[src/sv/q2e_pkg.sv]
// shared types, widths and arctangent steps for the quaternion to euler pipeline
package q2e_pkg;

   localparam int NORM_W = 35;
   localparam int PROD_W = 32;
   localparam int ISQ_W = 61;
   localparam int ISQ_STEPS = 31;
   localparam int ANG_W = 34;
   localparam int RSHIFT_STAGES = 6;
   localparam int LSHIFT_STAGES = 5;
   localparam int NORM_STAGES = RSHIFT_STAGES + LSHIFT_STAGES;
   localparam int ATAN_LEN = 24;
   localparam int PAIRS = 3;
   localparam int PAIR_ROLL = 0;
   localparam int PAIR_PITCH = 1;
   localparam int PAIR_YAW = 2;

   typedef logic signed [ANG_W-1:0] angle_type;

   localparam angle_type ATAN_STEPS [ATAN_LEN] = '{
      34'sd536870912, 34'sd316933406, 34'sd167458907, 34'sd85004756,
      34'sd42667331, 34'sd21354465, 34'sd10679838, 34'sd5340245,
      34'sd2670163, 34'sd1335087, 34'sd667544, 34'sd333772,
      34'sd166886, 34'sd83443, 34'sd41722, 34'sd20861,
      34'sd10430, 34'sd5215, 34'sd2608, 34'sd1304,
      34'sd652, 34'sd326, 34'sd163, 34'sd81
   };

   localparam angle_type QUARTER_TURN = 34'sd1073741824;

   typedef struct packed {
      logic signed [NORM_W-1:0] x;
      logic signed [NORM_W-1:0] y;
   } vec_type;

   typedef struct packed {
      vec_type roll;
      vec_type yaw;
      logic signed [PROD_W-1:0] s;
   } dly_type;

   function automatic logic [NORM_W:0] vmag(input logic signed [NORM_W-1:0] v);
      logic signed [NORM_W:0] e;
      e = (NORM_W+1)'(v);
      return e[NORM_W] ? unsigned'(-e) : unsigned'(e);
   endfunction

endpackage

[src/sv/q2e_cordic_cell.sv]
// one cordic vectoring micro-rotation with its angle accumulator
module q2e_cordic_cell import q2e_pkg::*; #(
   parameter int CW = 18,
   parameter int IDX = 0
) (
   input  logic                 clock,
   input  logic signed [CW-1:0] x_i,
   input  logic signed [CW-1:0] y_i,
   input  angle_type            acc_i,
   input  logic                 zero_i,
   output logic signed [CW-1:0] x_o,
   output logic signed [CW-1:0] y_o,
   output angle_type            acc_o,
   output logic                 zero_o
);
   logic signed [CW-1:0] dx, dy, x_in, y_in, x_ff, y_ff;
   angle_type            acc_in, acc_ff;
   logic                 zero_ff;

   always_comb begin
      dx = y_i >>> IDX;
      dy = x_i >>> IDX;
      if (!y_i[CW-1]) begin
         x_in = x_i + dx;
         y_in = y_i - dy;
         acc_in = acc_i + ATAN_STEPS[IDX];
      end else begin
         x_in = x_i - dx;
         y_in = y_i + dy;
         acc_in = acc_i - ATAN_STEPS[IDX];
      end
   end

   always_ff @(posedge clock) begin
      x_ff <= x_in;
      y_ff <= y_in;
      acc_ff <= acc_in;
      zero_ff <= zero_i;
   end

   assign x_o = x_ff;
   assign y_o = y_ff;
   assign acc_o = acc_ff;
   assign zero_o = zero_ff;
endmodule

[config.mk]
export PLATFORM = sky130hd
export DESIGN_NAME = q2e_cordic_cell
export DESIGN_NICKNAME = d
export VERILOG_FILES = /design/src/sv/q2e_pkg.sv /design/src/sv/q2e_cordic_cell.sv
export SDC_FILE = /design/constraint.sdc
export NUM_CORES = 1
export LEC_CHECK = 0
export BUFFER_PORTS_ARGS = -buffer_cell sky130_fd_sc_hd__buf_4
export CAP_MARGIN = 25
export CORE_ASPECT_RATIO = 1.4
export CORE_MARGIN = 2
export CORE_UTILIZATION = 51
export CTS_CLUSTER_DIAMETER = 150
export DETAILED_ROUTE_END_ITERATION = 6
export GPL_TIMING_DRIVEN = 1
export MAX_ROUTING_LAYER = met4
export PLACE_DENSITY_LB_ADDON = 0.2
export SYNTH_ARGS = -nofsm -noshare
export SYNTH_HDL_FRONTEND = slang
export SYNTH_SLANG_ARGS = --single-unit
[constraint.sdc]
create_clock -name clock -period 6.8 [get_ports clock]
set_clock_uncertainty 0.1 [all_clocks]
set_input_delay 1.02 -clock clock [delete_from_list [all_inputs] [get_ports clock]]
set_output_delay 1.02 -clock clock [all_outputs]
set_load 0.02 [all_outputs]
==> metrics <==
crit start category primary input; CP Launch Point x_i[4]; initial antenna violation count 0; Yosys cell types 55; antenna cell count 0; postcts setup bufs 0; Non-Filler Instances 735; Design Power 1.49 mW; ys flop type dfxtp_1; critical path endpoint y_o[15]; DRC Markers 0; die area 9270 sq um; Synth Area per Inst 8.73 sq um; Hold Path Stages 1; GPL Wtd Cong 0.933; final hold violation count 0; min cycle time layout 3.18 ns; # IOs 143; Nets 758; drt first-iter violations 258; Via density 5.45; largest net degree at the start of global routing 48; Critical Path, Cell by Cell buf_4 -> inv_1 -> ha_1 -> nor2b_1 -> a21oi_2 -> nand3b_1 -> a221o_1 -> a31oi_1 -> o22ai_1 -> xnor2_1; Cells after Synth 497; share of cells above drive strength 1 0.275; Netlist Area Pre-Place 4340 sq um; GRT overflow 0; async set-reset flop share out of synthesis 0; Total GRT Usage 0.286; cts repair resizes 0; Reg clk slew, reported paths 0.06 ns; WHS 0.681 ns; stages on the worst setup path 10; Tcrit/Tclk final 0.468; crit path max fanout 11; number of synthesized flops with an enable pin 0; count of final setup violators 0; FP Rows 39; RSZ-0062 raised after global routing no; pwr dens 259 nW/um^2; yosys warns 0; clock tree sinks 70; sequential share of the synthesized area 0.323; drt total wl 12400 um; Worst EP arrival 3.32 ns; max_cap viols 0; Worst Path Buf+Inv 2; Detailed Routing Iterations Pass 1 5; commonest non-fill, non-tap cells in the layout buf_4 (142), dfxtp_1 (70), ha_1 (54); CP Class in2reg; antenna violation net count after detailed routing 0; Lkg Pwr 2.79 nW; Area growth, synth to finish 32.3%; slowest CP cell ha_1; maximum clock frequency 315 MHz; Starting Density 0.529; Post-CTS Hold Fix Bufs 0; syn nets 627; nature of the critical path endpoint flop; post-layout util 0.700; dpl hpwl 9730 um; Rel. slew slack 0.562; max-slew violation count 0; Hold Crit Start acc_i[0]; #FFs+latches synth 70; drt wl/cell 16.9 um; die height 113 um; critical path's largest stage delay 0.55 ns; CTS buffer count 9; Port Buffers 142; CTS tree yes; maximum vdd drop 0.188 mV; Placed Cells 719; status completed; Slew @ Worst Pin 0.656 ns; commonest non-fill, non-tap cell in the layout buf_4; total core area 8200 sq um; WP data required 6.94 ns; Setup TNS 0 ns; H-tree Lvls 3; Clock Tree Buf Depth 2; CTS root buf clkbuf_16; cell family with most CP delay compound AO/OA/AOI/OAI gates; Die Span X 82.0 um; vias in the first global route 4139; min-delay worst type in2reg; Vias 4009; first-pass GRT wire length 19700 um
-- synthesized netlist by cell type, types with 2 or more instances --
master,n,share of area
a21o_1,9,0.016
ha_1,54,0.16
nand3_1,4,0.0046
a311oi_1,4,0.0081
inv_1,51,0.044
o211ai_1,6,0.010
o21ai_1,9,0.010
nor4_1,3,0.0043
a2111oi_0,3,0.0061
inv_2,4,0.0035
a211oi_1,2,0.0035
buf_2,11,0.013
xnor2_1,33,0.067
a21oi_1,48,0.055
clkbuf_1,8,0.0069
a21oi_2,3,0.0061
o211ai_2,3,0.0087
a221o_1,2,0.0046
nand3b_1,3,0.0052
fa_1,4,0.018
nand4_1,3,0.0043
nand2b_1,8,0.012
nor2b_1,9,0.013
o21ai_0,25,0.029
xor2_1,3,0.0061
o31ai_1,8,0.014
buf_6,2,0.0052
o21a_1,3,0.0052
mux2i_1,9,0.021
o22ai_1,3,0.0043
dfxtp_1,70,0.32
nand2_1,23,0.020
nor3_1,5,0.0058
a31oi_1,2,0.0029
o21bai_1,3,0.0052
nor2_1,38,0.033
-- cell families (layout without fill, tap and decap cells) --
| group | after synthesis | in the layout | share of synthesized area |
|---|---|---|---|
| XOR/XNOR | 36 | 36 | 0.0727 |
| multiplexers | 9 | 9 | 0.0208 |
| flip-flops | 70 | 70 | 0.323 |
| AND/OR/NAND/NOR | 102 | 102 | 0.113 |
| AO/OA/AOI/OAI | 145 | 145 | 0.223 |
| adder cells (fa/ha/maj) | 58 | 58 | 0.174 |
| buffers and inverters | 77 | 213 | 0.0741 |
-- final cells by class --
class                           instances  area (sq um)
Tap cell                              102           128
Inverter                               55           206
Multi-Input combinational cell        350          2620
Clock inverter                          6          93.8
Clock buffer                           10           229
Sequential cell                        70          1400
Timing Repair Buffer                  142          1070
Fill cell                             665          2460
-- through the flow --
stage | instance area, sq um | setup WS (ns)
after floorplan | 4340 | 3.94
after global placement | 5420 | 3.33
after detailed placement | 5420 | 3.32
after CTS | 5740 | 3.63
after global routing | 5740 | 3.48
final | 5740 | 3.62
-- worst min-delay path by stage --
| stage | to |
|---|---|
| floorplan | acc_o[0] |
| global placement | acc_o[10] |
| detailed placement | acc_o[5] |
| CTS | acc_o[0] |
| global route | acc_o[0] |
| finish | acc_o[0] |
-- power by group --
part	leakage (nW)	internal (mW)	total [mW]	switching, mW
Combinational	2.05	0.207	0.489	0.282
Sequential	0.591	0.474	0.493	0.0190
Clock	0.153	0.324	0.507	0.183
-- flip-flops by register name (all words and copies together) (netlist names) --
signal,cells
acc_o,34
x_o,18
y_o,17
zero_o,1
-- per-layer routing --
layer,share of wire,track usage,vias to the layer above
met1,0.35,0.281,1847
li1,-,-,1960
met3,0.048,0.0447,41
met5,0,-,-
met4,0.046,0.153,0
met2,0.55,0.521,161
Power figures use the tool's default switching activity.
