**src/sv/q2e_pkg.sv**
```systemverilog
// shared types, widths and arctangent steps for the quaternion to euler pipeline
package q2e_pkg;

   localparam int NORM_W = 35;
   localparam int PROD_W = 32;
   localparam int ISQ_W = 61;
   localparam int ISQ_STEPS = 31;
   localparam int ANG_W = 34;
   localparam int RSHIFT_STAGES = 6;
   localparam int LSHIFT_STAGES = 5;
   localparam int NORM_STAGES = RSHIFT_STAGES + LSHIFT_STAGES;
   localparam int ATAN_LEN = 24;
   localparam int PAIRS = 3;
   localparam int PAIR_ROLL = 0;
   localparam int PAIR_PITCH = 1;
   localparam int PAIR_YAW = 2;

   typedef logic signed [ANG_W-1:0] angle_type;

   localparam angle_type ATAN_STEPS [ATAN_LEN] = '{
      34'sd536870912, 34'sd316933406, 34'sd167458907, 34'sd85004756,
      34'sd42667331, 34'sd21354465, 34'sd10679838, 34'sd5340245,
      34'sd2670163, 34'sd1335087, 34'sd667544, 34'sd333772,
      34'sd166886, 34'sd83443, 34'sd41722, 34'sd20861,
      34'sd10430, 34'sd5215, 34'sd2608, 34'sd1304,
      34'sd652, 34'sd326, 34'sd163, 34'sd81
   };

   localparam angle_type QUARTER_TURN = 34'sd1073741824;

   typedef struct packed {
      logic signed [NORM_W-1:0] x;
      logic signed [NORM_W-1:0] y;
   } vec_type;

   typedef struct packed {
      vec_type roll;
      vec_type yaw;
      logic signed [PROD_W-1:0] s;
   } dly_type;

   function automatic logic [NORM_W:0] vmag(input logic signed [NORM_W-1:0] v);
      logic signed [NORM_W:0] e;
      e = (NORM_W+1)'(v);
      return e[NORM_W] ? unsigned'(-e) : unsigned'(e);
   endfunction

endpackage

```
**src/sv/q2e_norm_cell.sv**
```systemverilog
// one binary search step of the power of two scaling ahead of the cordic
module q2e_norm_cell import q2e_pkg::*; #(
   parameter bit LEFT = 1'b0,
   parameter int SHIFT = 1,
   parameter int HI_LIMIT = 16384,
   parameter int LO_LIMIT = 8192
) (
   input  logic    clock,
   input  vec_type vec_i,
   output vec_type vec_o
);
   logic [NORM_W:0] mag_x, mag_y, mag_m;
   logic            hit;
   vec_type         vec_in, vec_ff;

   always_comb begin
      vec_in = vec_i;
      if (!LEFT) begin
         // would one step less than this still leave the pair too large
         mag_x = vmag(vec_i.x >>> (SHIFT - 1));
         mag_y = vmag(vec_i.y >>> (SHIFT - 1));
         mag_m = (mag_x > mag_y) ? mag_x : mag_y;
         hit = 64'(mag_m) >= 64'(HI_LIMIT);
         if (hit) begin
            vec_in.x = vec_i.x >>> SHIFT;
            vec_in.y = vec_i.y >>> SHIFT;
         end
      end else begin
         mag_x = vmag(vec_i.x);
         mag_y = vmag(vec_i.y);
         mag_m = (mag_x > mag_y) ? mag_x : mag_y;
         hit = (64'(mag_m) << (SHIFT - 1)) < 64'(LO_LIMIT);
         if (hit) begin
            vec_in.x = vec_i.x <<< SHIFT;
            vec_in.y = vec_i.y <<< SHIFT;
         end
      end
   end

   always_ff @(posedge clock) begin
      vec_ff <= vec_in;
   end

   assign vec_o = vec_ff;
endmodule

```
**config.mk**
```make
export PLATFORM = sky130hd
export DESIGN_NAME = q2e_norm_cell
export DESIGN_NICKNAME = d
export VERILOG_FILES = /design/src/sv/q2e_pkg.sv /design/src/sv/q2e_norm_cell.sv
export SDC_FILE = /design/constraint.sdc
export NUM_CORES = 1
export LEC_CHECK = 0
export BUFFER_PORTS_ARGS = -buffer_cell sky130_fd_sc_hd__buf_2
export CAP_MARGIN = 10
export CORE_MARGIN = 5
export CORE_UTILIZATION = 30
export CTS_CLUSTER_DIAMETER = 50
export DETAILED_ROUTE_END_ITERATION = 6
export MAX_ROUTING_LAYER = met4
export PLACE_DENSITY = 0.61
export SLEW_MARGIN = 10
export SYNTH_ARGS = -nofsm -noshare
export SYNTH_HDL_FRONTEND = slang
export SYNTH_SLANG_ARGS = --single-unit
```
**constraint.sdc**
```tcl
create_clock -name clock -period 6.4 [get_ports clock]
set_input_delay 1.28 -clock clock [delete_from_list [all_inputs] [get_ports clock]]
set_output_delay 1.28 -clock clock [all_outputs]
set_load 0.02 [all_outputs]
```
==> out/metrics.cfg <==
[power_and_ir_drop]
p_per_area_nw_per_um2 = 217
power.combinational.fraction_pct = 23.0
cell_leakage_power_uw = 0.00260
power.net_switching_uw = 377
power.switching_fraction_pct = 27.8
power.share.sequential_pct = 34.2
clock_power_share_pct = 42.8
vdd_drop_max_uv = 122
intPower_uw = 981
totalPowerFinal_uw = 1360

[floorplanning]
die-width_um = 139
design.core.area_sq_um = 16500
initial_core_util_pct = 30.4
pin_count = 141
std_cell_rows = 47
die_area_sq_um = 19400
die-height_um = 139

[routing]
drt-wirelength-per-cell_um = 15.3
drt.antenna.violating_nets = 0
routed_wl_mm = 13.6
route.detailed.drc = 0
drt-vias-per-instance = 4.92
firstDrtPassIters = 4
vias = 4361
drt_iter0_markers = 322

[clock_network]
post_cts_hold_buffer_count = 0
htree_num_levels = 3
cts_root_buf = sky130_fd_sc_hd__clkbuf_16
cts_buffers = 9
post_cts_resize_count = 0
clock_path_buffers = 2
post-cts-setup-buffers = 0
path_clk_slew_ps = 50
cts_num_sinks = 70
cts_tree = yes

[logic_synthesis]
synth-edff-count = 0
post-synth-top-area-fraction_pct = 27.9
async_reset_ff_share_pct = 0
most_used_flip_flop_cell_after_synthesis = sky130_fd_sc_hd__dfxtp_1
synth_seq_area_share_pct = 27.9
syn_nets = 642
synth_area_leaders = sky130_fd_sc_hd__dfxtp_1 (28%), sky130_fd_sc_hd__mux2_2 (11%), sky130_fd_sc_hd__ha_1 (9.5%)
synth.avg_cell_area_sq_um = 9.42
ys.warnings.count = 0
synth_cell_type_count = 55
library_cell_with_the_highest_instance_count_after_synthesis = sky130_fd_sc_hd__dfxtp_1
netlist.top_cell.by_area = sky130_fd_sc_hd__dfxtp_1
netlist_area_sq_um = 5020
synth_commonest_cells = sky130_fd_sc_hd__dfxtp_1 (70), sky130_fd_sc_hd__mux2_2 (48), sky130_fd_sc_hd__nand2_1 (42)
postSynthCellCount = 533
postSynthRegisterBits = 70

[placed_design]
gp_congestion = 0.901
postPlaceCellArea_sq_um = 5900
port-buffer-count = 140
dp.final_hpwl_mm = 10.8
place_worst_setup_slack_ps = 320

[cells_and_area]
layout_stage_area_growth_over_the_synthesis_result_pct = 24.7
finish.utilization_pct = 37.9
nNetsFinal = 770
post_route_cells_drive_above_1_share_pct = 36.3
n_fill_cell = 1682
post_route_cell_area_sq_um = 6260
largest_reg_flops = 70

[timing]
report.final.setup_viol = 0
clock.fmax_ghz = 0.172
final.min_clock_period_ps = 5810
tns_ps = 0
layout_setup_ws_ps = 594
report.final.slew_viol_count = 0
timing_worst_slew_pin_value_ps = 694
rsz0062_at_grt = no
max_slew_margin_pct = 53.7
final_min_period_over_clock_period_pct = 90.7
finalHoldViolCount = 0

[worst_setup_path]
worstPathMaxFanout = 31
worst-setup-path-type = primary input to flop
crit_path_end_kind = flop
timing.critical_path.from_type = primary input
critical_path_arrival_ps = 6030
worst_ep_required_time_ps = 6630

[global_route]
globalRouteTotalUtil_pct = 14.5
globalRoute.totalOverflow = 0
first_pass_grt_wire_length_mm = 22.3
grt_antenna_before_repair = 1
grt_start_max_net_pins = 42
first_global_vias = 4316

[job]
cap_viol_max_count = 0

[outcome]
status = complete, no violations

[min_path]
min_delay_worst_type = primary input to flop

-- metal layers --
layer / wire length, um / track usage, % / vias to the layer above
li1: - / - / 2240
met1: 6830 / 19.6 / 2004
met2: 5890 / 21.3 / 105
met3: 676 / 3.02 / 12
met4: 194 / 5.20 / 0
met5: 0 / - / -
-- cell usage in the layout (no fill, tap or decap), types with 3 or more instances in the layout --
cell	instances
sky130_fd_sc_hd__or4_1	11
sky130_fd_sc_hd__or3_1	8
sky130_fd_sc_hd__or2_2	3
sky130_fd_sc_hd__buf_4	6
sky130_fd_sc_hd__nor3_1	20
sky130_fd_sc_hd__nand2b_1	5
sky130_fd_sc_hd__clkbuf_8	5
sky130_fd_sc_hd__o21ai_0	21
sky130_fd_sc_hd__nor4_1	14
sky130_fd_sc_hd__mux2i_1	3
sky130_fd_sc_hd__mux2_4	19
sky130_fd_sc_hd__a221oi_1	3
sky130_fd_sc_hd__dfxtp_1	70
sky130_fd_sc_hd__nand2_1	42
sky130_fd_sc_hd__clkbuf_16	9
sky130_fd_sc_hd__nor2_1	16
sky130_fd_sc_hd__buf_2	140
sky130_fd_sc_hd__xor2_1	33
sky130_fd_sc_hd__nand4_1	18
sky130_fd_sc_hd__ha_1	38
sky130_fd_sc_hd__o41ai_1	7
sky130_fd_sc_hd__o31ai_1	21
sky130_fd_sc_hd__nand3_1	5
sky130_fd_sc_hd__a21oi_1	18
sky130_fd_sc_hd__or4_4	3
sky130_fd_sc_hd__mux2_2	48
sky130_fd_sc_hd__xnor2_1	31
sky130_fd_sc_hd__inv_1	10
sky130_fd_sc_hd__nor3b_1	3
-- power by group through the flow --
stage / Combinational, uW / Clock [uW] / Sequential (uW)
floorplan: 172 / 0 / 505
global placement: 311 / 0 / 475
detailed placement: 313 / 0 / 474
CTS: 315 / 599 / 465
global route: 351 / 613 / 467
finish: 313 / 581 / 465
-- worst paths after layout --
| path | from | endpoint | slack [ps] | cells past startpoint |
|---|---|---|---|---|
| setup / recovery | vec_i[56] | vec_o[48] | 590 | 17 |
| hold / removal | vec_i[36] | vec_o[36] | 1230 | 2 |
-- worst max-delay path: stages --
cell,delay [ps]
sky130_fd_sc_hd__buf_2,130
sky130_fd_sc_hd__or4_1,590
sky130_fd_sc_hd__or4_1,460
sky130_fd_sc_hd__or4_1,520
sky130_fd_sc_hd__nand2b_1,220
sky130_fd_sc_hd__o21ai_1,180
sky130_fd_sc_hd__xnor2_1,110
sky130_fd_sc_hd__ha_1,330
sky130_fd_sc_hd__nand4_1,120
sky130_fd_sc_hd__or4_1,540
sky130_fd_sc_hd__nand2b_1,180
sky130_fd_sc_hd__nor2_1,120
sky130_fd_sc_hd__nor2_1,70
sky130_fd_sc_hd__nor4_1,360
sky130_fd_sc_hd__a41o_4,200
sky130_fd_sc_hd__buf_12,240
sky130_fd_sc_hd__mux2_2,360
-- stage by stage --
stage / cells / hold WS [ps]
2_1_floorplan: 533 / 1310
3_3_place_gp: 870 / 1570
3_5_place_dp: 870 / 1570
4_1_cts: 886 / 1210
5_1_grt: 887 / 1230
6_report: 887 / 1230
-- cells by family after synthesis --
logic type | synth area share [%]
compound gates | 11.9
xor+xnor | 11.2
fa+ha+maj | 9.47
buf+inv | 4.51
flops | 27.9
mux | 17.0
other cells | 0.150
simple gates | 17.8
-- layout make-up --
class	count	area (sq um)	share of cell area, %
sequential	70	1400	22.4
clock inverter	2	60.1	0.959
timing repair buffer	148	786	12.5
tap	220	275	4.40
antenna	1	2.50	0.0400
inverter	10	37.5	0.600
multi-input combinational	422	3400	54.4
clock buffer	14	294	4.70
Power figures use the tool's default switching activity.
