===== src/sv/q2e_pkg.sv =====
// shared types, widths and arctangent steps for the quaternion to euler pipeline
package q2e_pkg;

   localparam int NORM_W = 35;
   localparam int PROD_W = 32;
   localparam int ISQ_W = 61;
   localparam int ISQ_STEPS = 31;
   localparam int ANG_W = 34;
   localparam int RSHIFT_STAGES = 6;
   localparam int LSHIFT_STAGES = 5;
   localparam int NORM_STAGES = RSHIFT_STAGES + LSHIFT_STAGES;
   localparam int ATAN_LEN = 24;
   localparam int PAIRS = 3;
   localparam int PAIR_ROLL = 0;
   localparam int PAIR_PITCH = 1;
   localparam int PAIR_YAW = 2;

   typedef logic signed [ANG_W-1:0] angle_type;

   localparam angle_type ATAN_STEPS [ATAN_LEN] = '{
      34'sd536870912, 34'sd316933406, 34'sd167458907, 34'sd85004756,
      34'sd42667331, 34'sd21354465, 34'sd10679838, 34'sd5340245,
      34'sd2670163, 34'sd1335087, 34'sd667544, 34'sd333772,
      34'sd166886, 34'sd83443, 34'sd41722, 34'sd20861,
      34'sd10430, 34'sd5215, 34'sd2608, 34'sd1304,
      34'sd652, 34'sd326, 34'sd163, 34'sd81
   };

   localparam angle_type QUARTER_TURN = 34'sd1073741824;

   typedef struct packed {
      logic signed [NORM_W-1:0] x;
      logic signed [NORM_W-1:0] y;
   } vec_type;

   typedef struct packed {
      vec_type roll;
      vec_type yaw;
      logic signed [PROD_W-1:0] s;
   } dly_type;

   function automatic logic [NORM_W:0] vmag(input logic signed [NORM_W-1:0] v);
      logic signed [NORM_W:0] e;
      e = (NORM_W+1)'(v);
      return e[NORM_W] ? unsigned'(-e) : unsigned'(e);
   endfunction

endpackage


===== src/sv/q2e_isqrt_cell.sv =====
// one digit step of the pipelined floor square root
module q2e_isqrt_cell import q2e_pkg::*; #(
   parameter int BIT_EXP = 0
) (
   input  logic             clock,
   input  logic [ISQ_W-1:0] rem_i,
   input  logic [ISQ_W-1:0] res_i,
   output logic [ISQ_W-1:0] rem_o,
   output logic [ISQ_W-1:0] res_o
);
   localparam logic [ISQ_W:0] BIT_VAL = (ISQ_W+1)'(1) << BIT_EXP;

   logic [ISQ_W:0]   trial;
   logic [ISQ_W-1:0] rem_in, res_in, rem_ff, res_ff;

   always_comb begin
      trial = {1'b0, res_i} + BIT_VAL;
      if ({1'b0, rem_i} >= trial) begin
         rem_in = ISQ_W'({1'b0, rem_i} - trial);
         res_in = (res_i >> 1) + ISQ_W'(BIT_VAL);
      end else begin
         rem_in = rem_i;
         res_in = res_i >> 1;
      end
   end

   always_ff @(posedge clock) begin
      rem_ff <= rem_in;
      res_ff <= res_in;
   end

   assign rem_o = rem_ff;
   assign res_o = res_ff;
endmodule


===== config.mk =====
export PLATFORM = sky130hd
export DESIGN_NAME = q2e_isqrt_cell
export DESIGN_NICKNAME = d
export VERILOG_FILES = /design/src/sv/q2e_pkg.sv /design/src/sv/q2e_isqrt_cell.sv
export SDC_FILE = /design/constraint.sdc
export NUM_CORES = 1
export LEC_CHECK = 0
export BUFFER_PORTS_ARGS = -buffer_cell sky130_fd_sc_hd__buf_4
export CORE_MARGIN = 2
export CORE_UTILIZATION = 55
export CTS_CLUSTER_SIZE = 12
export DETAILED_ROUTE_END_ITERATION = 16
export PLACE_DENSITY_LB_ADDON = 0.2
export SLEW_MARGIN = 20
export SYNTH_ARGS = -nofsm -noshare
export SYNTH_HDL_FRONTEND = slang
export SYNTH_SLANG_ARGS = --single-unit
export TNS_END_PERCENT = 30

===== constraint.sdc =====
create_clock -name clock -period 5.55 [get_ports clock]
set_input_delay 0.555 -clock clock [delete_from_list [all_inputs] [get_ports clock]]
set_output_delay 0.555 -clock clock [all_outputs]
set_load 0.005 [all_outputs]

==> results of run 1 <==
per-layer routing:
| layer | vias to the layer above | track usage [%] | part of all wire, % |
|---|---|---|---|
| met5 | - | 0 | 0 |
| met4 | 0 | 14.47 | 3.6 |
| met3 | 81 | 7.183 | 11 |
| met2 | 589 | 61.03 | 46 |
| met1 | 4732 | 48.28 | 40 |
| li1 | 4901 | - | - |
cell usage after synthesis, types with 15 or more instances:
cell	n
nand3_1	64
and3_1	21
dfxtp_1	122
nor2_1	84
inv_1	33
xor2_1	70
buf_2	20
nand4_1	49
clkbuf_1	24
o21ai_1	30
a21o_1	35
o21ai_0	54
a21oi_1	81
xnor2_1	94
o21bai_1	15
nor3_1	28
o31ai_1	15
ha_1	63
nand2_1	193
cell type report:
cell class              count  area [sq um]
clock buffers              17         425.4
clock inverters            15         157.7
fillers                  1451          4637
inverters                  33         123.9
multi-input cells        1035          6605
flip-flops and latches    122          2442
well taps                 220         275.3
repair buffers            266          2034
through the flow:
stage | cell area [sq um] | std cells
final | 12060 | 1708
after global routing | 12060 | 1708
after CTS | 12060 | 1708
after detailed placement | 11480 | 1676
after global placement | 11480 | 1676
after floorplan | 9460 | 1244
power breakdown:
group          switching [mW]  total (mW)  leakage [nW]  internal, mW
Sequential             0.0371        1.02          1.03         0.986
Combinational           0.561        1.01          3.95         0.453
Clock                   0.482        1.11         0.284         0.632
flip-flops by register name, indices dropped and copies added (netlist names):
name and flops:
rem_o 61, res_o 61
final timing paths:
check	end	start	cells past startpoint	slack (ps)
setup / recovery	res_o[53]	res_i[3]	21	420
hold / removal	rem_o[55]	rem_i[55]	3	330
critical path: stages:
cell and delay, ps:
buf_4 120, nand3_2 140, nor2_1 310, nand3_1 280, nor3_1 310, and2_1 290
nand2_1 170, nor2_1 180, nand2_1 110, xor2_1 330, ha_1 390, nand2_1 170
o21ai_0 180, a21o_1 230, a21o_1 190, a221oi_1 260, a21o_1 310, and2_4 370
buf_12 240, nor4_1 100, xor2_1 160
logic make-up (layout without fill, tap and decap cells):
| group | Yosys count | count (layout) |
|---|---|---|
| AO/OA/AOI/OAI | 287 | 287 |
| XOR/XNOR | 164 | 164 |
| adder cells (fa/ha/maj) | 64 | 64 |
| buffers and inverters | 87 | 331 |
| flip-flops | 122 | 122 |
| multiplexers | 1 | 1 |
| AND/OR/NAND/NOR | 519 | 519 |
==> run metrics, run 1 <==
crit path max fanout 46; TritonCTS clock tree built; Slew HR ~54%; CTS Hold Bufs 0; vias per cell a little over 6; dominant cell type by area after synthesis dfxtp_1; clock tree root buffer cell clkbuf_16; NumNets Final 1662; layout cells sized above 1 21.98%; setup violators final 0; Post-synth EDFFs 0; DRT Pass-1 Iters 5; post-route clock period utilization 92.40%; Post-synth top flop dfxtp_1; crit path time final approximately 5100 ps; Power per Cell Area 261.3 nW/um^2; CTS Buf Count 17; Post-Syn Area around 9500 sq um; ranking of synthesized cells by area dfxtp_1 (26%), xnor2_1 (8.7%), ha_1 (8.3%); flip-flop and latch count after synthesis 122; RSZ-0062 raised after global routing no; DIE AREA around 18000 sq um; post-synthesis mux area share less than 1%; crit path DAT around 5400 ps; post-synth top area share about a quarter; Post-CTS Setup Bufs 0; post-detail-place hpwl between 20000 and 30000 um; FFs w/ async S/R, synth 0%; core area roughly 17000 sq um; Die Width ~140 um; dpl ws 85.08 ps; # resized after CTS 0; Synthesized Nets between 1000 and 1500; Ys Warns 0; most frequent cells in the layout buf_4 (263), nand2_1 (193), dfxtp_1 (122); Synth Area in Adders roughly 8.5%; CP Capture Type register; chip height 135.2 um; Post-Route WL 34290 um; first-pass GRT wire length 52680 um; final hold vios 0; detailed-route wire length per cell about 20 um; clock transition at the registers of the reported paths roughly 70 ps; Slew Limit Fails 0; Starting Density a little under three fifths; FMAX ~200 MHz; largest net degree at the start of global routing 47; H-tree depth 4; Max Root-Sink Buffers 2; Slew @ Worst Pin between 600 and 700 ps; critical setup path kind in2reg; global route overflow 0; Std-Cell Rows between 40 and 50; DRT iter0 DRCs 901; final antenna-violating net count 0; post-route total power 3.153 mW; worst vdd ir between 0.2 and 0.25 mV; Synth Area in Compound Gates 19.18%; I/O Buffers 244; clock sink total 122; number of antenna diodes 0; Area growth syn-to-layout 27.52%; DR vias approximately 10000; Post-Synth XOR/XNOR Area 15.18%; largest family of logic cells by synthesized area simple AND/OR/NAND/NOR gates; Max Cap Viol 0; outcome finished, final reports clean; Post-Synth Simple-Gate Area a little over a quarter; vias in the first global route just under 10000; most common cell after layout, fill and taps aside buf_4; initial antenna violation count 0; Leakage approximately 5.3 nW; sequential share of the synthesized area between 20% and 30%; CP Data Required Time 5850 ps; Syn Inst Count between 1000 and 1500; setup TNS 0 ps; Overall Global Routing Usage 37.15%; final core utilization 72.24%; Final Wtd Congestion roughly 1.1; Worst Hold Class in2reg; DRC errors left 0; Synth Area per Inst ~7.6 sq um; Worst Hold Slack between 300 and 400 ps; I/O Pins ~250; Startpoint Class input pin; distinct cell type count after synthesis just over 70; Final WS setup 422.0 ps
No activity file was read; power rests on OpenSTA's default activity.
==> run 2: changes to the inputs <==
Settings changed: REMOVE_ABC_BUFFERS set to 1.
==> run 2 against run 1 <==
Against the previous run: die area stayed put; critical path depth is 2 lower; total power rose by 0.63%; non-clock buffer count rose by 6; setup slack worse by 17 ps; largest power group unchanged; routed wire length up 4.2%; clock power about the same; sequential power about the same; hold slack gained 4.5 ps.
==> run metrics, run 2 (synthesis gave the netlist of run 1 again) <==
outcome finished, final reports clean; setup TNS 0 ps (unchanged); core area 16700 sq um (unchanged); setup violators final 0 (unchanged); crit path max fanout 9 (-80%); CP Cell Sequence buf_4 -> ha_1 -> nand3_1 -> nor4_4 -> buf_4 -> and2_0 -> nand4_1 -> xor2_1 -> ha_1 -> nand3_1 -> nor4_1 -> nand3_1 -> o31ai_1 -> a221oi_1 -> a21o_1 -> buf_4 -> a21oi_2 -> nand4_1 -> xnor2_1; H-tree depth 4 (unchanged); Power per Cell Area 262.5 nW/um^2 (+0.47%); final hold vios 0 (unchanged); dpl ws 231.3 ps (+146.2 ps); chip height 135.2 um (unchanged); DIE AREA 18270 sq um (unchanged); Leakage 5.285 nW (+0.42%); Sequential Power Share 32.2% (-0.3 points); clock transition at the registers of the reported paths 70 ps (about the same); dpl cell area 11500 sq um (+0.17%); Crit-path slowest cell nor4_1; Internal 2.074 mW (about the same); Fillers 1352 (-6.8%); Final Instance Area 12080 sq um (+0.17%); critical setup path kind in2reg; post-route clock period utilization 92.71% (+0.31 points); CP Capture Type register; Max Cap Viol 0 (unchanged); clock tree root buffer cell clkbuf_16; Area growth syn-to-layout 27.73%; DR vias 10680 (+3.7%); crit path time final 5145 ps (+17.30 ps); CTS Buf Count 17 (unchanged); Worst Hold Slack 336.2 ps (+4.522 ps); worst path buffer plus inverter count 3 (+1); DRT iter0 DRCs 1240 (+38%); Worst Hold Class in2reg; # resized after CTS 0 (unchanged); Clock power frac 35.7% (+0.3 points); vias in the first global route 10050 (+2.7%); Final Wtd Congestion 1.018 (-9.8%); initial antenna violation count 1 (+1); number of antenna diodes 0 (unchanged); hold path depth 3 (unchanged); Comb pwr share 32.1% (about the same); final core utilization 72.36% (+0.12 points); hold path startpoint rem_i[4]; Slew HR 46.39% (-7.3 points); delay-heaviest family, CP simple AND/OR/NAND/NOR gates; Final WS setup 404.7 ps (-17.30 ps); global route overflow 0 (unchanged); detailed-route wire length per cell 20.85 um (+3.9%); post-route total power 3.173 mW (+0.63%); NumNets Final 1668 (+0.36%); first-pass GRT wire length 53990 um (+2.5%); Slew Limit Fails 0 (unchanged); Critical Path Max Stage Delay 570 ps (+180 ps); I/O Buffers 244 (unchanged); most frequent cells in the layout buf_4 (271), nand2_1 (193), dfxtp_1 (122); post-route insts no fill 1714 (+0.35%); clock sink total 122 (unchanged); final antenna-violating net count 0 (unchanged); worst vdd ir 0.2139 mV (-7.0%); RSZ-0062 raised after global routing no; DRT Pass-1 Iters 5 (unchanged); layout cells sized above 1 22.29% (+0.31 points); Startpoint Class input pin; FMAX 194.4 MHz (-0.34%); Die Width 135.2 um (unchanged); vias per cell 6.233 (+3.3%); DP Cell Count 1682 (+0.36%); Post-Route WL 35740 um (+4.2%); hold endpoint rem_o[4]; sw frac 34.63% (+0.35 points); Max Root-Sink Buffers 2 (unchanged); P_sw 1.099 mW (+1.7%); CTS Hold Bufs 0 (unchanged); crit path DAT 5460 ps (+40 ps); Std-Cell Rows 47 (unchanged); Slew @ Worst Pin 795.8 ps (+109.1 ps); post-detail-place hpwl 28840 um (+3.8%); DRC errors left 0 (unchanged); largest net degree at the start of global routing 44 (-6.4%); most common cell after layout, fill and taps aside buf_4; I/O Pins 245 (unchanged); Starting Density 56.65% (unchanged); Overall Global Routing Usage 38.31% (+1.2 points); CP Data Required Time 5860 ps (about the same); Post-CTS Setup Bufs 0 (unchanged); TritonCTS clock tree built
## run 2: changes by cell type in the layout (fill, tap and decap cells not counted), sizes merged
| cell | delta |
|---|---|
| buf | +6 |
## run 2: how the worst max path moves through the flow
stage	from	end	slack, ps	depth (start not counted)
2_1_floorplan	res_i[1]	res_o[19]	610	17
3_3_place_gp	res_i[1]	res_o[37]	320	19
3_5_place_dp	res_i[1]	res_o[37]	230	19
4_1_cts	res_i[1]	res_o[35]	630	19
5_1_grt	res_i[1]	res_o[35]	230	19
6_report	res_i[1]	res_o[37]	400	19
## run 2: power by group through the flow
stage / Clock [mW] / Combinational, mW / Sequential (mW)
after floorplan: 0 / 0.515 / 1.05
after detailed placement: 0 / 0.995 / 1.04
final: 1.13 / 1.02 / 1.02
after global placement: 0 / 0.982 / 1.04
after global routing: 1.16 / 1.10 / 1.03
after CTS: 1.13 / 1.00 / 1.02
## run 2: cell type report
cell class | instances | area [sq um] | area share, %
clock buffers | 17 | 425.4 | 3.520
flip-flops and latches | 122 | 2442 | 20.21
well taps | 220 | 275.3 | 2.278
multi-input cells | 1035 | 6605 | 54.66
inverters | 33 | 123.9 | 1.025
repair buffers | 272 | 2054 | 17.00
clock inverters | 15 | 157.7 | 1.305
## run 2: layer usage
layer | GRT usage [%] | routed length, um
met1 | 49.78 | 14310
met2 | 61.70 | 16170
met3 | 8.193 | 3695
met4 | 16.26 | 1563
met5 | 0 | 0
==> run 3: changes to the inputs <==
==> constraint.sdc (replaced) <==
create_clock -name clock -period 5.55 [get_ports clock]
set_input_delay 0.2775 -clock clock [delete_from_list [all_inputs] [get_ports clock]]
set_output_delay 0.2775 -clock clock [all_outputs]
set_load 0.005 [all_outputs]
==> run 3 against run 2 <==
Against the previous run: non-clock buffer count is 12 lower; total power is 1.1% higher; clock-buffer cell count stayed put; global-route usage is 0.81 points higher; routed wire length is 1.0% higher; sequential power hardly changed; combinational power hardly changed; sequential share of layout area is 0.11 points higher; largest cell class unchanged.
==> run metrics, run 3 (synthesis gave the netlist of run 1 again) <==
clock tree root buffer cell clkbuf_16; most common cell after layout, fill and taps aside buf_4; Comb pwr share 31.7% (-0.4 points); DRT Pass-1 Iters 8 (+3); Die Width 135.2 um (unchanged); CTS Hold Bufs 0 (unchanged); post-detail-place hpwl 28640 um (-0.70%); Post-Route WL 36110 um (+1.0%); largest net degree at the start of global routing 51 (+16%); H-tree depth 4 (unchanged); CP Data Required Time 5900 ps (+40 ps); Clock power frac 36.5% (+0.8 points); final antenna-violating net count 0 (unchanged); NumNets Final 1656 (-0.72%); DP Cell Count 1670 (-0.71%); global route overflow 0 (unchanged); Slew Limit Fails 0 (unchanged); setup violators final 0 (unchanged); Most common cell on crit path nand4_1; Critical Path Max Stage Delay 480 ps (-90 ps); hold path depth 3 (unchanged); initial antenna violation count 0 (-1); crit path DAT 5520 ps (+60 ps); TritonCTS clock tree built; setup TNS 0 ps (unchanged); DR vias 10730 (+0.42%); chip height 135.2 um (unchanged); P_sw 1.101 mW (+0.20%); Sequential Power Share 31.8% (-0.4 points); Max Root-Sink Buffers 2 (unchanged); CTS Buf Count 17 (unchanged); Worst Hold Class in2reg; DRC errors left 0 (unchanged); Startpoint Class input pin; Max Cap Viol 0 (unchanged); Final Wtd Congestion 1.039 (+2.1%); CP Cell Sequence buf_4 -> nand4_1 -> nor2_1 -> and3_1 -> nand4_1 -> nor2_1 -> and3_1 -> nand4_1 -> xor2_1 -> ha_1 -> nand2_1 -> nor4_2 -> nand3_1 -> nor3_2 -> o21ai_2 -> buf_4 -> a211oi_4 -> nand3_1 -> xnor2_1; first-pass GRT wire length 54790 um (+1.5%); Internal 2.108 mW (+1.6%); vias in the first global route 10110 (+0.59%); post-route clock period utilization 93.24% (+0.54 points); Slew @ Worst Pin 748.8 ps (-46.92 ps); number of antenna diodes 0 (unchanged); Area growth syn-to-layout 27.02%; FMAX 193.2 MHz (-0.58%); I/O Buffers 244 (unchanged); clock transition at the registers of the reported paths 70 ps (about the same); sw frac 34.31% (-0.32 points); most frequent cells in the layout buf_4 (259), nand2_1 (193), dfxtp_1 (122); clock sink total 122 (unchanged); Post-CTS Setup Bufs 0 (unchanged); crit path max fanout 10 (+1); outcome finished, final reports clean; final hold vios 0 (unchanged); DRT iter0 DRCs 1230 (-0.81%); detailed-route wire length per cell 21.21 um (+1.7%); layout cells sized above 1 21.73% (-0.56 points); critical path depth 19 (unchanged); core area 16700 sq um (unchanged); vias per cell 6.303 (+1.1%); Overall Global Routing Usage 39.12% (+0.81 points); Crit-path slowest cell ha_1; crit path time final 5175 ps (+29.81 ps); critical setup path kind in2reg; Slew HR 50.07% (+3.7 points); RSZ-0062 raised after global routing no; Power per Cell Area 267.0 nW/um^2 (+1.7%); worst vdd ir 0.2279 mV (+6.5%); worst path buffer plus inverter count 2 (-1); I/O Pins 245 (unchanged); DIE AREA 18270 sq um (unchanged); delay-heaviest family, CP simple AND/OR/NAND/NOR gates; post-route insts no fill 1702 (-0.70%); Leakage 5.227 nW (-1.1%); Std-Cell Rows 47 (unchanged); Starting Density 56.65% (unchanged); CP Capture Type register
-- run 3: changes by cell type in the layout (fill, tap and decap cells not counted), sizes merged --
cell,change
clkinv,-5
clkinvlp,+2
buf,-12
inv,+2
bufinv,+1
-- run 3: layout make-up --
class                   count  area [sq um]
fillers                  1313          4684
repair buffers            260          1964
clock buffers              17         425.4
multi-input cells        1035          6610
clock inverters            15         175.2
inverters                  33         123.9
well taps                 220         275.3
flip-flops and latches    122          2442
-- run 3: metal layers --
metal	share of wire [%]	GRT usage [%]	wire length, um	vias to the layer above
met3	11	8.642	4027	142
met2	45	62.46	16100	747
li1	-	-	-	4877
met5	0	0	0	-
met4	5.1	18.69	1838	0
met1	39	50.27	14140	4962
-- run 3: path summary, 6_finish.rpt --
path	startpoint	to	slack (ps)
setup / recovery	res_i[8]	res_o[55]	370
hold / removal	rem_i[3]	rem_o[3]	40
-- run 3: power by group through the flow --
stage	clock (mW)	sequential (mW)	combinational, mW
floorplan	0	1.05	0.515
global placement	0	1.04	0.975
detailed placement	0	1.04	0.986
CTS	1.17	1.02	0.996
global route	1.20	1.03	1.10
finish	1.17	1.02	1.02
-- run 3: repair_timing --
action	4_1_cts	5_1_grt
gates resized for setup	0	1
endpoints found under the hold margin	0	0
setup endpoints to repair	0	40
-- run 3: stage by stage --
stage / setup WS, ps / instance area, sq um / power, mW / utilization [%] / hold slack (ps)
after global routing: 25.15 / 12020 / 3.326 / 71.95 / 65.52
after global placement: 213.0 / 11410 / 2.013 / 68.32 / 484.2
after detailed placement: 108.8 / 11410 / 2.026 / 68.32 / 492.4
final: 374.9 / 12020 / 3.209 / 71.95 / 42.30
after CTS: 408.4 / 12010 / 3.184 / 71.92 / 42.17
after floorplan: 884.5 / 9171 / 1.563 / - / 374.2
